File: config.mk
export PLATFORM = sky130hd
export DESIGN_NAME = ght_front
export DESIGN_NICKNAME = d
export VERILOG_FILES = /design/src/hw/rtl/ght_pkg.sv /design/src/hw/rtl/ght_front.sv
export SDC_FILE = /design/constraint.sdc
export NUM_CORES = 1
export LEC_CHECK = 0
export ABC_CLOCK_PERIOD_IN_PS = 3300
export BUFFER_PORTS_ARGS = -buffer_cell sky130_fd_sc_hd__buf_2
export CORE_ASPECT_RATIO = 2
export CORE_UTILIZATION = 50
export CTS_BUF_LIST = sky130_fd_sc_hd__clkbuf_8
export CTS_CLUSTER_DIAMETER = 50
export DETAILED_ROUTE_END_ITERATION = 16
export GPL_TIMING_DRIVEN = 0
export PLACE_DENSITY = 0.84
export SETUP_SLACK_MARGIN = 0.4
export SLEW_MARGIN = 20
export SYNTH_ARGS = -nofsm -noshare
export SYNTH_HDL_FRONTEND = slang
export SYNTH_SLANG_ARGS = --single-unit
File: constraint.sdc
create_clock -name clk -period 3.3 [get_ports clk]
set_input_delay 0.165 -clock clk [delete_from_list [all_inputs] [get_ports clk]]
set_output_delay 0.165 -clock clk [all_outputs]
set_load 0.01 [all_outputs]
File: src/hw/rtl/ght_pkg.sv
// ----------------------------------------------------------------------------
// ght_pkg: shared types and constants for the generational handle table
// Request and response structs, operation and status codes, the queue entry
// and the back-end sequencer states.
// ----------------------------------------------------------------------------
package ght_pkg;

	// Default sizing
	localparam int SLOT_COUNT_DEF = 256;
	localparam int GEN_BITS_DEF   = 32;

	// Request kind codes as they arrive on the port
	localparam logic [1:0] KIND_ALLOC   = 2'd0;
	localparam logic [1:0] KIND_DESTROY = 2'd1;
	localparam logic [1:0] KIND_CHECK   = 2'd2;
	// spare code, treated as check
	localparam logic [1:0] KIND_SPARE   = 2'd3;

	// Response status codes
	localparam logic [1:0] STATUS_OK      = 2'd0;
	localparam logic [1:0] STATUS_INVALID = 2'd1;
	localparam logic [1:0] STATUS_FULL    = 2'd2;

	// Request transfer
	typedef struct packed {
		logic [1:0]  kind;
		logic [7:0]  handle_index;
		logic [31:0] handle_generation;
	} req_item_t;

	// Response transfer
	typedef struct packed {
		logic [1:0]  status;
		logic [7:0]  slot_index;
		logic [31:0] slot_generation;
	} rsp_item_t;

	// Classified operation
	typedef enum logic [1:0] {
		OP_ALLOC,
		OP_DESTROY,
		OP_CHECK
	} op_t;

	// Queue entry between front and back
	typedef struct packed {
		op_t         op;
		logic [7:0]  index;
		logic [31:0] generation;
	} op_item_t;

	// Back-end sequencer states
	typedef enum logic [1:0] {
		S_IDLE,
		S_POP,
		S_READ
	} back_state_t;

endpackage

File: src/hw/rtl/ght_front.sv
// ----------------------------------------------------------------------------
// ght_front: request intake
// Accepts request transfers, decodes the kind into an operation and holds
// them in a two-entry queue that the back end drains.
// ----------------------------------------------------------------------------
module ght_front import ght_pkg::*; (
	input  logic      clk,
	input  logic      arst_n,
	input  logic      req_valid,
	output logic      req_stall,
	input  req_item_t req,
	output logic      q_valid,
	input  logic      q_pop,
	output op_item_t  q_data
);

	op_item_t   ent_q [2];
	logic       wr_ptr_q;
	logic       rd_ptr_q;
	logic [1:0] count_q;
	logic       push;
	op_item_t   cls;

	// Classify: unused kind behaves as check
	always_comb begin
		cls.index      = req.handle_index;
		cls.generation = req.handle_generation;
		case (req.kind)
			KIND_ALLOC:   cls.op = OP_ALLOC;
			KIND_DESTROY: cls.op = OP_DESTROY;
			default:      cls.op = OP_CHECK;
		endcase
	end

	assign req_stall = (count_q == 2'd2);
	assign push      = req_valid && !req_stall;
	assign q_valid   = (count_q != 2'd0);
	assign q_data    = ent_q[rd_ptr_q];

	// Queue storage
	always_ff @(posedge clk) begin
		if (push) begin
			ent_q[wr_ptr_q] <= cls;
		end
	end

	// Queue pointers and fill level
	always_ff @(posedge clk or negedge arst_n) begin
		if (!arst_n) begin
			wr_ptr_q <= 1'b0;
			rd_ptr_q <= 1'b0;
			count_q  <= 2'd0;
		end else begin
			if (push) begin
				wr_ptr_q <= !wr_ptr_q;
			end
			if (q_pop) begin
				rd_ptr_q <= !rd_ptr_q;
			end
			case ({push, q_pop})
				2'b10:   count_q <= count_q + 2'd1;
				2'b01:   count_q <= count_q - 2'd1;
				default: count_q <= count_q;
			endcase
		end
	end

endmodule

**Word level (Yosys, flattened, before mapping)**

Memory sizes are Yosys's and may differ from the RTL's.
Index checks and enable logic that the tools add are counted.

- Memories: 1
- Logic and storage cells: 21
- Flip-flop bits (word level): 4
- Memory bits (writable): 84
- Input port bits: 46
- Output and inout port bits: 44

Memory list:

| name | depth | width | rd ports | clocked after Yosys merged registers in | wr ports | line | text |
|---|---|---|---|---|---|---|---|
| ent_q | 2 | 42 | 1 | 0 | 1 | ght_front.sv:17 | `op_item_t ent_q [2];` |

- Eq/ne operators: 4
- Reductions and logical operators: 7
- Multiplexer cells: 4
- Add/subtract/negate cells: 2

Operators with widths:

| kind | number |
|---|---|
| one-hot mux 2 bit (2 select lines) | 2 |
| == test 2 x 1 -> 1 bit (second input constant) | 2 |
| == test 2 bit (second input constant) | 2 |
| nonzero test 2 bit | 2 |
| logical NOT 1 bit | 3 |
| adder 2 x 1 -> 2 bit (second input constant) | 1 |
| logical NOT 2 bit | 1 |
| two-way mux 1 bit | 2 |
| subtractor 2 x 1 -> 2 bit (second input constant) | 1 |
| logical AND 1 bit | 1 |

**Longest topological paths before layout**

Gate-level depths: netlist of the first run.

- Depth after elaboration: 5
- Gate-level depth with buffers: 6
- Depth with buffers taken out: 6

**Least setup slack after synthesis of the first run**

No wires, ideal clock.

- Path type: register -> register
- From: register count_q[0]
- To: memory ent_q[0][0] (netlist name) (enable)
- Path buffers: 0
- Cell stages (with the launch flop): 4
- Data arrival time: 2396 ps
- Required time: 2859 ps
- Path slack: 462 ps
- Setup time: 441 ps
- Clock period less this slack: 2838 ps
- Cells stage by stage: dfrtp_1 nand2b_1 nand2_1 nor2_1

- Longest elaborated chain between the ends: 5

RTL lines:

| item | line | text |
|---|---|---|
| start: declaration | ght_front.sv:20 | `logic [1:0] count_q;` |
| start signal: assignment | ght_front.sv:61 | `2'b10: count_q <= count_q + 2'd1;` |
| start signal: assignment | ght_front.sv:62 | `2'b01: count_q <= count_q - 2'd1;` |
| start signal: assignment | ght_front.sv:63 | `default: count_q <= count_q;` |
| == test 2 bit | ght_front.sv:35 | `assign req_stall = (count_q == 2'd2);` |
| logical NOT 1 bit | ght_front.sv:36 | `assign push = req_valid && !req_stall;` |
| logical AND 1 bit | ght_front.sv:36 |  |
| two-way mux 1 bit | ght_front.sv:42 | `if (push) begin` |
| two-way mux 1 bit (not written as such) | ght_front.sv:43 | `ent_q[wr_ptr_q] <= cls;` |
| end: declaration | ght_front.sv:17 |  |

Every way passes these cells.

**Final worst setup path of the first run**

- From: register count_q[0]
- To: memory ent_q[0][26] (netlist name) (enable)

The elaborated chain is that of the path after synthesis.

==> results of run 1 <==
logic make-up after synthesis:
family                     after synthesis  synth area share
muxes                                   42            0.1804
xor gates and xnor gates                 5           0.01276
and+or+nand+nor                          7           0.01057
adders and majority gates                1          0.003644
buffers and inverters                    7           0.02879
DFF                                     88            0.7638
flip-flops by register name, indices dropped and copies added, names as in the netlist:
name      count
count_q       2
ent_q        84
rd_ptr_q      1
wr_ptr_q      1
cells in the mapped netlist:
master    instances
nand2b_1          1
dfrtp_1           4
clkbuf_1          1
nor2_1            2
edfxtp_1         84
inv_1             1
xnor2_1           3
xor2_1            2
and3_1            1
ha_1              1
buf_12            4
or2_2             1
mux2_2            3
nand2_1           1
mux2_4           39
buf_6             1
nor2b_1           1
worst min-delay path by stage:
stage	endpoint	cells after the start	slack, ps
3_5_place_dp	count_q[0]	1	-30
5_1_grt	ent_q[0][40]	2	100
6_report	ent_q[0][40]	2	120
2_1_floorplan	count_q[0]	0	-130
4_1_cts	ent_q[0][40]	2	90
3_3_place_gp	count_q[0]	1	-30
repair_timing:
action                     4_1_cts  5_1_grt
hold buffers                    42        0
setup endpoints to repair        0        0
hold endpoints to repair        85        0
power by group:
group / internal (W) / leakage (nW) / total (W) / switching (W)
combinational: 0.000761 / 0.970 / 0.00140 / 0.000638
sequential: 0.00153 / 0.827 / 0.00161 / 0.0000806
clock: 0.000346 / 0.104 / 0.000666 / 0.000319
worst max-delay path, cell delays in order, from the launching register on:
cell	delay, ps
dfrtp_1	440
nand2b_1	180
nand2_1	150
nor2_4	490
buf_12	260
area by class of cell:
class / count / area, µm²
Clock buffer: 13 / 178.9
Fill cell: 460 / 1977
Clock inverter: 2 / 7.507
Timing Repair Buffer: 133 / 905.9
Inverter: 1 / 3.754
Buffer: 6 / 95.09
Multi-Input combinational cell: 55 / 720.7
Sequential cell: 88 / 2623
Tap cell: 88 / 110.1
stage by stage:
stage          std cells  TNS [ps]    util  hold slack (ps)
6_report             386         0  0.7014            119.7
5_1_grt              386         0  0.7014            101.1
4_1_cts              386         0  0.7014            94.37
3_5_place_dp         329         0  0.6098           -25.15
3_3_place_gp         327    -19400  0.6024           -26.92
2_1_floorplan        150         0       -           -130.6
layout by cell type (no fill, tap or decap):
| cell type | netlist | routed |
|---|---|---|
| and3_2 | 0 | 1 |
| buf_12 | 4 | 6 |
| buf_2 | 0 | 89 |
| buf_6 | 1 | 1 |
| clkbuf_1 | 1 | 1 |
| clkbuf_8 | 0 | 13 |
| dfrtp_1 | 4 | 4 |
| dlygate4sd3_1 | 0 | 42 |
| edfxtp_1 | 84 | 84 |
| ha_1 | 1 | 1 |
| inv_1 | 1 | 3 |
| mux2_2 | 3 | 3 |
| mux2_4 | 39 | 39 |
| nand2_1 | 1 | 1 |
| nand2b_1 | 1 | 1 |
| nor2_1 | 2 | 1 |
| nor2_4 | 0 | 1 |
| nor2b_1 | 1 | 1 |
| or2_2 | 1 | 1 |
| xnor2_1 | 3 | 3 |
| xor2_1 | 2 | 2 |
per-layer routing:
layer  GRT usage  up-vias  wire length (µm)
met4      0.1037        0               187
met1      0.1846      888              2009
li1            -      866                 -
met5           0        -                 0
met2      0.3008       59              3345
met3     0.05537       16               266
==> results by group, run 1 <==
Detailed routing
  – Final ANT Viol Nets: 0
  – Final WL: about 5800 µm
  – DR iter-0 viols: 60
  – Vias per cell: 4.738
  – DRT Pass-1 Iters: 4
  – DRC Markers: 0
  – Routed len/inst: 15.05 µm
  – Via count of the routed design: around 1800

Clock tree
  – Clock tree root buffer cell: clkbuf_8
  – Inserted Clock Buffers: 9
  – CTS tree: built
  – Sink Count: 88
  – Clk buf depth: 2
  – Reg clk slew, reported paths: around 70 ps
  – Clk Latency, worst-skew pair: 350 ps
  – H-Tree Level Count: 3
  – Resize count post-CTS: 0
  – Setup bufs post-CTS: 0

Synth
  – Post-Syn Area per Cell: around 23 µm²
  – Synth cell types: 17
  – Yosys warnings: 0
  – Top cells by area, synth: edfxtp_1 73%, mux2_4 17%, dfrtp_1 2.9%
  – Yosys top cell area share: 0.7347
  – Synthesized cell area: ~3400 µm²
  – Seq cells post-synth: 88
  – Syn_nets: 197
  – Mapped Cells: 150
  – Area leader, netlist: edfxtp_1
  – Register area share after synthesis: 0.7638

Critical path
  – Crit end category: register
  – Reg-to-Reg End: ent_q[0][26]
  – Worst Path Arrival: between 1500 and 2000 ps
  – Startpoint types: register
  – R2R setup slack: between 1000 and 1500 ps
  – Crit path from: count_q[0]
  – Setup CP Type: register to register
  – Worst EP required: around 3400 ps
  – Path depth of the worst reg2reg path: 4
  – RR Startpoint: count_q[0]
  – Setup crit end: ent_q[0][26]
  – Crit path max fanout: 25

STA
  – Slew Limit Fails: 0
  – Rel. slew slack: 0.6039
  – Fmax: 544.2 MHz
  – RSZ-0062 raised after global routing: false
  – Setup-failing EPs final: 0
  – Clock skew: 4.340 ps
  – Final Hold Vio Count: 0
  – Final Critical Period: ~1800 ps
  – Worst Tran Pin Value: 592.7 ps
  – Period utilisation layout: 0.5569
  – Setup ws final: approximately 1500 ps

Finish
  – Layout cells sized above 1: 0.5168
  – NumNets Final: approximately 340
  – Diodes inserted: 0
  – Syn-to-layout area delta: 35.28%
  – Final Instance Area: around 4600 µm²

Outcome
  – Outcome: complete, no violations

GRT
  – Largest net degree at the start of global routing: 26
  – Vias in the first global route: about 2000
  – GRT Total Usage: 0.1782
  – Initial antenna violation count: 0
  – First-pass GRT wire length: 8901 µm
  – GRT Residual Overflow: 0

Placement
  – Area after DPL: about 4000 µm²
  – I/O Buffers: 89
  – Routability Congestion: 0.6942
  – HPWL Detailed: around 3700 µm
  – Place WS: 1465 ps

Floorplanning
  – Die ar.: between 7000 and 8000 µm²
  – Initial core utilization: 0.5185
  – FP Rows: 42
  – IO Count: 90
  – Core footprint: roughly 6600 µm²
  – Chip Width: roughly 61 µm
  – Die Y: between 100 and 150 µm

Run
  – Max Cap Viol: 0

Power and ir drop
  – Static leakage: 1.902 nW
  – Maximum VDD drop: 919.9 µV
  – Tot Pwr: 0.003674 W
  – PwrDens: between 700 and 800 nW/µm²

Hold path
  – Min-Delay Path Class: primary input to register
  – Hold path startpoint: req[41]
Note: power is estimated with default switching activity, not from simulation.
==> inputs of run 2 (changes only) <==
- ABC_CLOCK_PERIOD_IN_PS: 3300 -> 1500
- CORE_UTILIZATION: 50 -> 49
- PLACE_DENSITY: 0.84 -> 0.86
- clock period: 3.3 -> 1.5 ns (I/O delays scaled with it)
==> run 2 against run 1 <==
The run now ends with setup timing left. Hold slack lost 91 ps. Die area grew 2.0%. Final area grew 17%. Power grew to 2.7 times the previous value. Clock power grew 92%. Global-route usage grew 6.0 points. Count of clock-buffer cells in the layout shrank 4. Final cell count grew 9.8%. Routed wire length grew 42%. First-iteration DRC count grew 15%. Combinational power grew to 3.7 times the previous value. Critical endpoint is now q_data[38].
==> results by group, run 2 (synthesized netlist as in run 1, its figures left out) <==
Floorplanning
  – Initial core utilization: 0.5144
  – Die ar.: between 7000 and 8000 µm²
  – Core footprint: 6674 µm²
  – FP Rows: 42
  – Die Y: between 100 and 150 µm
  – IO Count: 90
  – Chip Width: a little over 60 µm

Finish
  – Diodes inserted: 0
  – Largest registers: ent_q (84), count_q (2)
  – Seq. cell area: about 2600 µm²
  – Final Instance Area: approximately 5400 µm²
  – Layout cells sized above 1: 0.5893
  – Max reg flops: 84
  – Fill cells: roughly 370
  – NumNets Final: between 300 and 400
  – Most frequent cells in the layout: 84 x edfxtp_1, 56 x buf_6, 50 x buf_2
  – Reg with most FFs: ent_q
  – Most common cell after layout, fill and taps aside: edfxtp_1
  – Syn-to-layout area delta: 57.73%
  – Area of the multi-input gates: about 890 µm²

Critical path
  – Path depth of the worst reg2reg path: 6
  – Setup CP Type: register to output port
  – CP Cell Sequence: buf_6 -> buf_12 -> mux2_4 -> buf_2
  – R2R setup slack: approximately 10 ps
  – CP max stage delay: ~380 ps
  – Crit path max fanout: 10
  – CP max-delay cell: dfrtp_1
  – Startpoint types: register
  – Worst Path Arrival: roughly 1500 ps
  – Crit path from: rd_ptr_q
  – Worst EP required: approximately 1400 ps
  – Crit end category: output port
  – Reg-to-Reg End: ent_q[0][13]
  – RR Startpoint: count_q[0]

Detailed routing
  – Vias per cell: between 4 and 5
  – DRT Pass-1 Iters: 4
  – DR top layer: met4
  – Met1 wire length: between 2000 and 3000 µm
  – Final ANT Viol Nets: 0
  – Via count of the routed design: between 2000 and 2500
  – DRC Markers: 0
  – Length of routed met2 wiring: approximately 4800 µm
  – WL met3: around 410 µm
  – Final WL: between 8000 and 9000 µm
  – Routed len/inst: just under 20 µm
  – DR iter-0 viols: between 60 and 70

STA
  – Final Critical Period: 1550 ps
  – RSZ-0062 raised after global routing: true
  – Slew Limit Fails: 0
  – Setup ws final: -50.13 ps
  – Worst Tran Pin Value: roughly 310 ps
  – Rel. slew slack: 0.7931
  – Final Hold Slack: 28.80 ps
  – Period utilisation layout: 1.033
  – Final Hold Vio Count: 0
  – Clock skew: slightly above 9 ps
  – Fmax: between 600 and 700 MHz
  – Setup-failing EPs final: 42

GRT
  – Vias in the first global route: roughly 2300
  – GRT Residual Overflow: 0
  – First-pass GRT wire length: about 12000 µm
  – GRT Total Usage: 0.2387
  – Largest net degree at the start of global routing: 13
  – Initial antenna violation count: 0

Hold path
  – Min-Delay Path Class: primary input to register
  – Hold path startpoint: req[41]
  – Hold Crit Depth: 2
  – Hold endpoint: ent_q[0][40]

Clock tree
  – Clk buf depth: 2
  – Clock tree root buffer cell: clkbuf_8
  – CTS tree: built
  – Sink Count: between 80 and 90
  – Clk Latency, worst-skew pair: approximately 350 ps
  – H-Tree Level Count: 3
  – Reg clk slew, reported paths: around 80 ps
  – Inserted Clock Buffers: 9

Placement
  – I/O Buffers: 89
  – HPWL Detailed: between 3000 and 4000 µm
  – Place WS: -342.1 ps
  – Routability Congestion: between 0.6 and 0.7
  – Area after DPL: slightly above 4000 µm²

Outcome
  – Failing checks: setup timing
  – Outcome: finished with violations

Power and ir drop
  – Tot Pwr: just over 0.01 W
  – Maximum VDD drop: 1406 µV
  – Static leakage: 2.237 nW
  – PwrDens: about 1900 nW/µm²

Run
  – Max Cap Viol: 0
-- run 2: power breakdown --
| part | leakage (nW) | total, W | internal, W | switching, W |
|---|---|---|---|---|
| Sequential | 0.826 | 0.00357 | 0.00336 | 0.000201 |
| Combinational | 1.33 | 0.00520 | 0.00318 | 0.00202 |
| Clock | 0.0801 | 0.00128 | 0.000554 | 0.000730 |
| Total | 2.24 | 0.0101 | 0.00710 | 0.00296 |
-- run 2: layer usage --
metal	vias to the layer above	global-route usage
met2	73	0.4171
met1	1037	0.2365
met3	19	0.06845
met5	-	0
li1	963	-
met4	0	0.1364
-- run 2: per-stage QoR --
step,instances,util,TNS (ps)
after CTS,417,0.7960,-1983
after detailed placement,328,0.6054,-21040
after global routing,424,0.8114,-3930
after floorplan,150,-,-8945
after global placement,327,0.6012,-32840
final,424,0.8114,-1341
-- run 2: final cells by class --
| type | instances | area share |
|---|---|---|
| clock inverter | 5 | 0.003466 |
| buffer | 6 | 0.01756 |
| timing repair buffer | 164 | 0.2863 |
| inverter | 1 | 0.0006932 |
| sequential | 88 | 0.4845 |
| tap | 88 | 0.02033 |
| clock buffer | 9 | 0.02287 |
| multi-input combinational | 63 | 0.1643 |
-- run 2: worst max path at each step --
stage | to | slack, ps | cells after the start
3_5_place_dp | ent_q[1][17] | -340 | 2
2_1_floorplan | ent_q[0][0] | -150 | 3
5_1_grt | q_data[20] | -100 | 4
4_1_cts | q_data[20] | -70 | 4
3_3_place_gp | ent_q[0][23] | -460 | 3
6_report | q_data[38] | -50 | 4
-- run 2: critical path, delay by kind of cell (launching register included) --
kind	cells	cell delay, ps
buffers and inverters	3	450
multiplexers	1	290
flip-flops	1	380
-- run 2: what timing repair did --
item                                   4_1_cts  5_1_grt
setup buffers                               21        7
hold buffers                                42        0
resized for setup                           73       10
setup endpoints to repair                  130      131
cloned                                      12        0
pin swaps                                    9        4
endpoints found under the hold margin       85        0
==> inputs of run 3 (changes only) <==
- ABC_AREA: unset -> 1
==> run 3 against run 2 <==
Area after synthesis decreased by 2.3%. Die area shrank 2.3%. Combinational power decreased by 6.0%. Synthesized cell count up 66%. Highest routed layer unchanged. Critical path depth rose by 3. Sequential power hardly changed. The run still ends with setup timing left. Largest power group unchanged.
==> results by group, run 3 <==
Floorplanning
  – Chip Width: slightly above 60 µm
  – Initial core utilization: 0.5064
  – Core footprint: approximately 6600 µm²
  – Die Y: ~120 µm
  – Die ar.: slightly above 7000 µm²
  – FP Rows: 42
  – IO Count: 90

Detailed routing
  – Final WL: 9423 µm
  – DRT Pass-1 Iters: 4
  – Final ANT Viol Nets: 0
  – Length of routed met2 wiring: roughly 5400 µm
  – Vias per cell: 4.827
  – Via count of the routed design: 2534
  – DR iter-0 viols: between 90 and 100
  – WL met3: approximately 370 µm
  – Met1 wire length: 3219 µm
  – DR top layer: met4
  – Routed len/inst: ~18 µm
  – DRC Markers: 0

Critical path
  – Crit path max fanout: 5
  – R2R setup slack: -50 ps
  – Setup CP Type: register to register
  – Startpoint types: register
  – Worst Path Arrival: roughly 1600 ps
  – Crit end category: register
  – Worst EP required: about 1600 ps

Synth
  – Top-count cell post-synth: edfxtp_1
  – Area leader, netlist: edfxtp_1
  – Register area share after synthesis: 0.7821
  – Post-Syn Area per Cell: around 13 µm²
  – Ys async rst share: 0.04545
  – Top cells by area, synth: edfxtp_1 75%, o21ai_0 6.1%, inv_1 5.6%
  – Synth cell types: 16
  – Top FF cell, synth: edfxtp_1
  – Yosys top cell area share: 0.7522
  – Mapped Cells: 249
  – Yosys warnings: 0
  – Post-synth EDFFs: 84
  – Syn_nets: between 200 and 300
  – Commonest cells post-synth: 84 x edfxtp_1, 50 x inv_1, 49 x nand2_1
  – Synthesized cell area: ~3400 µm²
  – Seq cells post-synth: 88

Placement
  – I/O Buffers: a little under 90
  – HPWL Detailed: 4293 µm
  – Routability Congestion: around 0.7
  – Place WS: -547.6 ps

Clock tree
  – H-Tree Level Count: 3
  – Clk buf depth: 2
  – Sink Count: 88
  – Clk Latency, worst-skew pair: 370 ps
  – Inserted Clock Buffers: 9
  – CTS tree: built
  – Reg clk slew, reported paths: 80 ps
  – Clock tree root buffer cell: clkbuf_8

STA
  – Period utilisation layout: 1.033
  – Worst Tran Pin Value: about 270 ps
  – Setup ws final: -49.95 ps
  – Setup-failing EPs final: 50
  – Slew Limit Fails: 0
  – Rel. slew slack: 0.8207
  – Final Critical Period: between 1500 and 2000 ps
  – Setup TNS: -1002 ps
  – Fmax: 645.2 MHz
  – Final Hold Vio Count: 0
  – Clock skew: 10.97 ps
  – RSZ-0062 raised after global routing: true

Finish
  – Util after Layout: 0.8237
  – Max reg flops: 84
  – Fill cells: approximately 340
  – Most frequent cells in the layout: 90 x buf_2, 84 x edfxtp_1, 45 x inv_1
  – Syn-to-layout area delta: 62.65%
  – Most common cell after layout, fill and taps aside: buf_2
  – Largest registers: ent_q (84), count_q (2)
  – NumNets Final: roughly 480
  – Seq. cell area: roughly 2600 µm²
  – Layout cells sized above 1: 0.4783
  – Area of the multi-input gates: between 600 and 700 µm²
  – Reg with most FFs: ent_q
  – Diodes inserted: 0

Hold path
  – Min-Delay Path Class: primary input to register

GRT
  – Largest net degree at the start of global routing: 15
  – First-pass GRT wire length: around 12000 µm
  – Vias in the first global route: 2508
  – GRT Residual Overflow: 0
  – Initial antenna violation count: 0
  – GRT Total Usage: 0.2510

Power and ir drop
  – Tot Pwr: 0.01034 W
  – PwrDens: roughly 1900 nW/µm²
  – Static leakage: between 2 and 2.5 nW
  – Maximum VDD drop: 1544 µV

Outcome
  – Outcome: finished with violations
  – Failing checks: setup timing

Run
  – Max Cap Viol: 0
run 3: cell type report:
type,instances,share of cell area
Timing Repair Buffer,169,0.2702
Timing Repair inverter,3,0.004129
Inverter,50,0.03510
Sequential cell,88,0.4813
Clock buffer,11,0.02776
Clock inverter,5,0.01445
Buffer,10,0.02317
Tap cell,88,0.02019
Multi-Input combinational cell,101,0.1237
run 3: worst paths after layout:
| check | depth (start not counted) | to | startpoint |
|---|---|---|---|
| min in group asynchronous | 2 | wr_ptr_q | arst_n |
| setup / recovery | 7 | ent_q[1][17] | count_q[1] |
| max in group asynchronous | 2 | rd_ptr_q | arst_n |
| hold reg to reg | 2 | wr_ptr_q | wr_ptr_q |
| setup reg to reg | 7 | ent_q[1][17] | count_q[1] |
| hold / removal | 2 | ent_q[0][40] | req[41] |
run 3: cells by family after synthesis:
family          after synthesis  share of synthesized area
compound gates               43                    0.06418
simple gates                 55                    0.06306
fa+ha+maj                     1                   0.003731
xor+xnor                      2                   0.005225
buf+inv                      60                    0.08171
flops                        88                     0.7821
run 3: stage by stage:
step           hold WS, ps  cells  cell area (µm²)
2_1_floorplan       -220.6    249             3372
3_3_place_gp        -116.5    426             3928
3_5_place_dp        -116.2    428             3983
4_1_cts              10.94    512             5086
5_1_grt              19.42    525             5454
6_report             12.03    525             5454
run 3: metal layers:
metal / up-vias / global-route usage
met3: 29 / 0.04235
li1: 1205 / -
met4: 0 / 0.1293
met1: 1207 / 0.2689
met2: 93 / 0.4464
met5: - / 0
run 3: worst max-delay path, stage by stage (launching register included):
cell and delay (ps):
dfrtp_1 430, inv_2 120, o21ai_4 80, nor2_4 150, clkbuf_16 170, buf_8 110, buf_6 100, buf_12 100
run 3: timing repair:
action,4_1_cts,5_1_grt
resized for setup,53,87
hold buffers,42,0
pin swaps,4,7
endpoints found under the hold margin,85,0
endpoints found under the setup margin,130,130
setup buffers,19,9
gates cloned,7,4
run 3: where the power goes:
part	leakage [nW]	switching [W]	internal [W]	total, W
Clock	0.119	0.000821	0.00103	0.00185
Combinational	1.42	0.00248	0.00241	0.00489
Sequential	0.827	0.000236	0.00336	0.00360
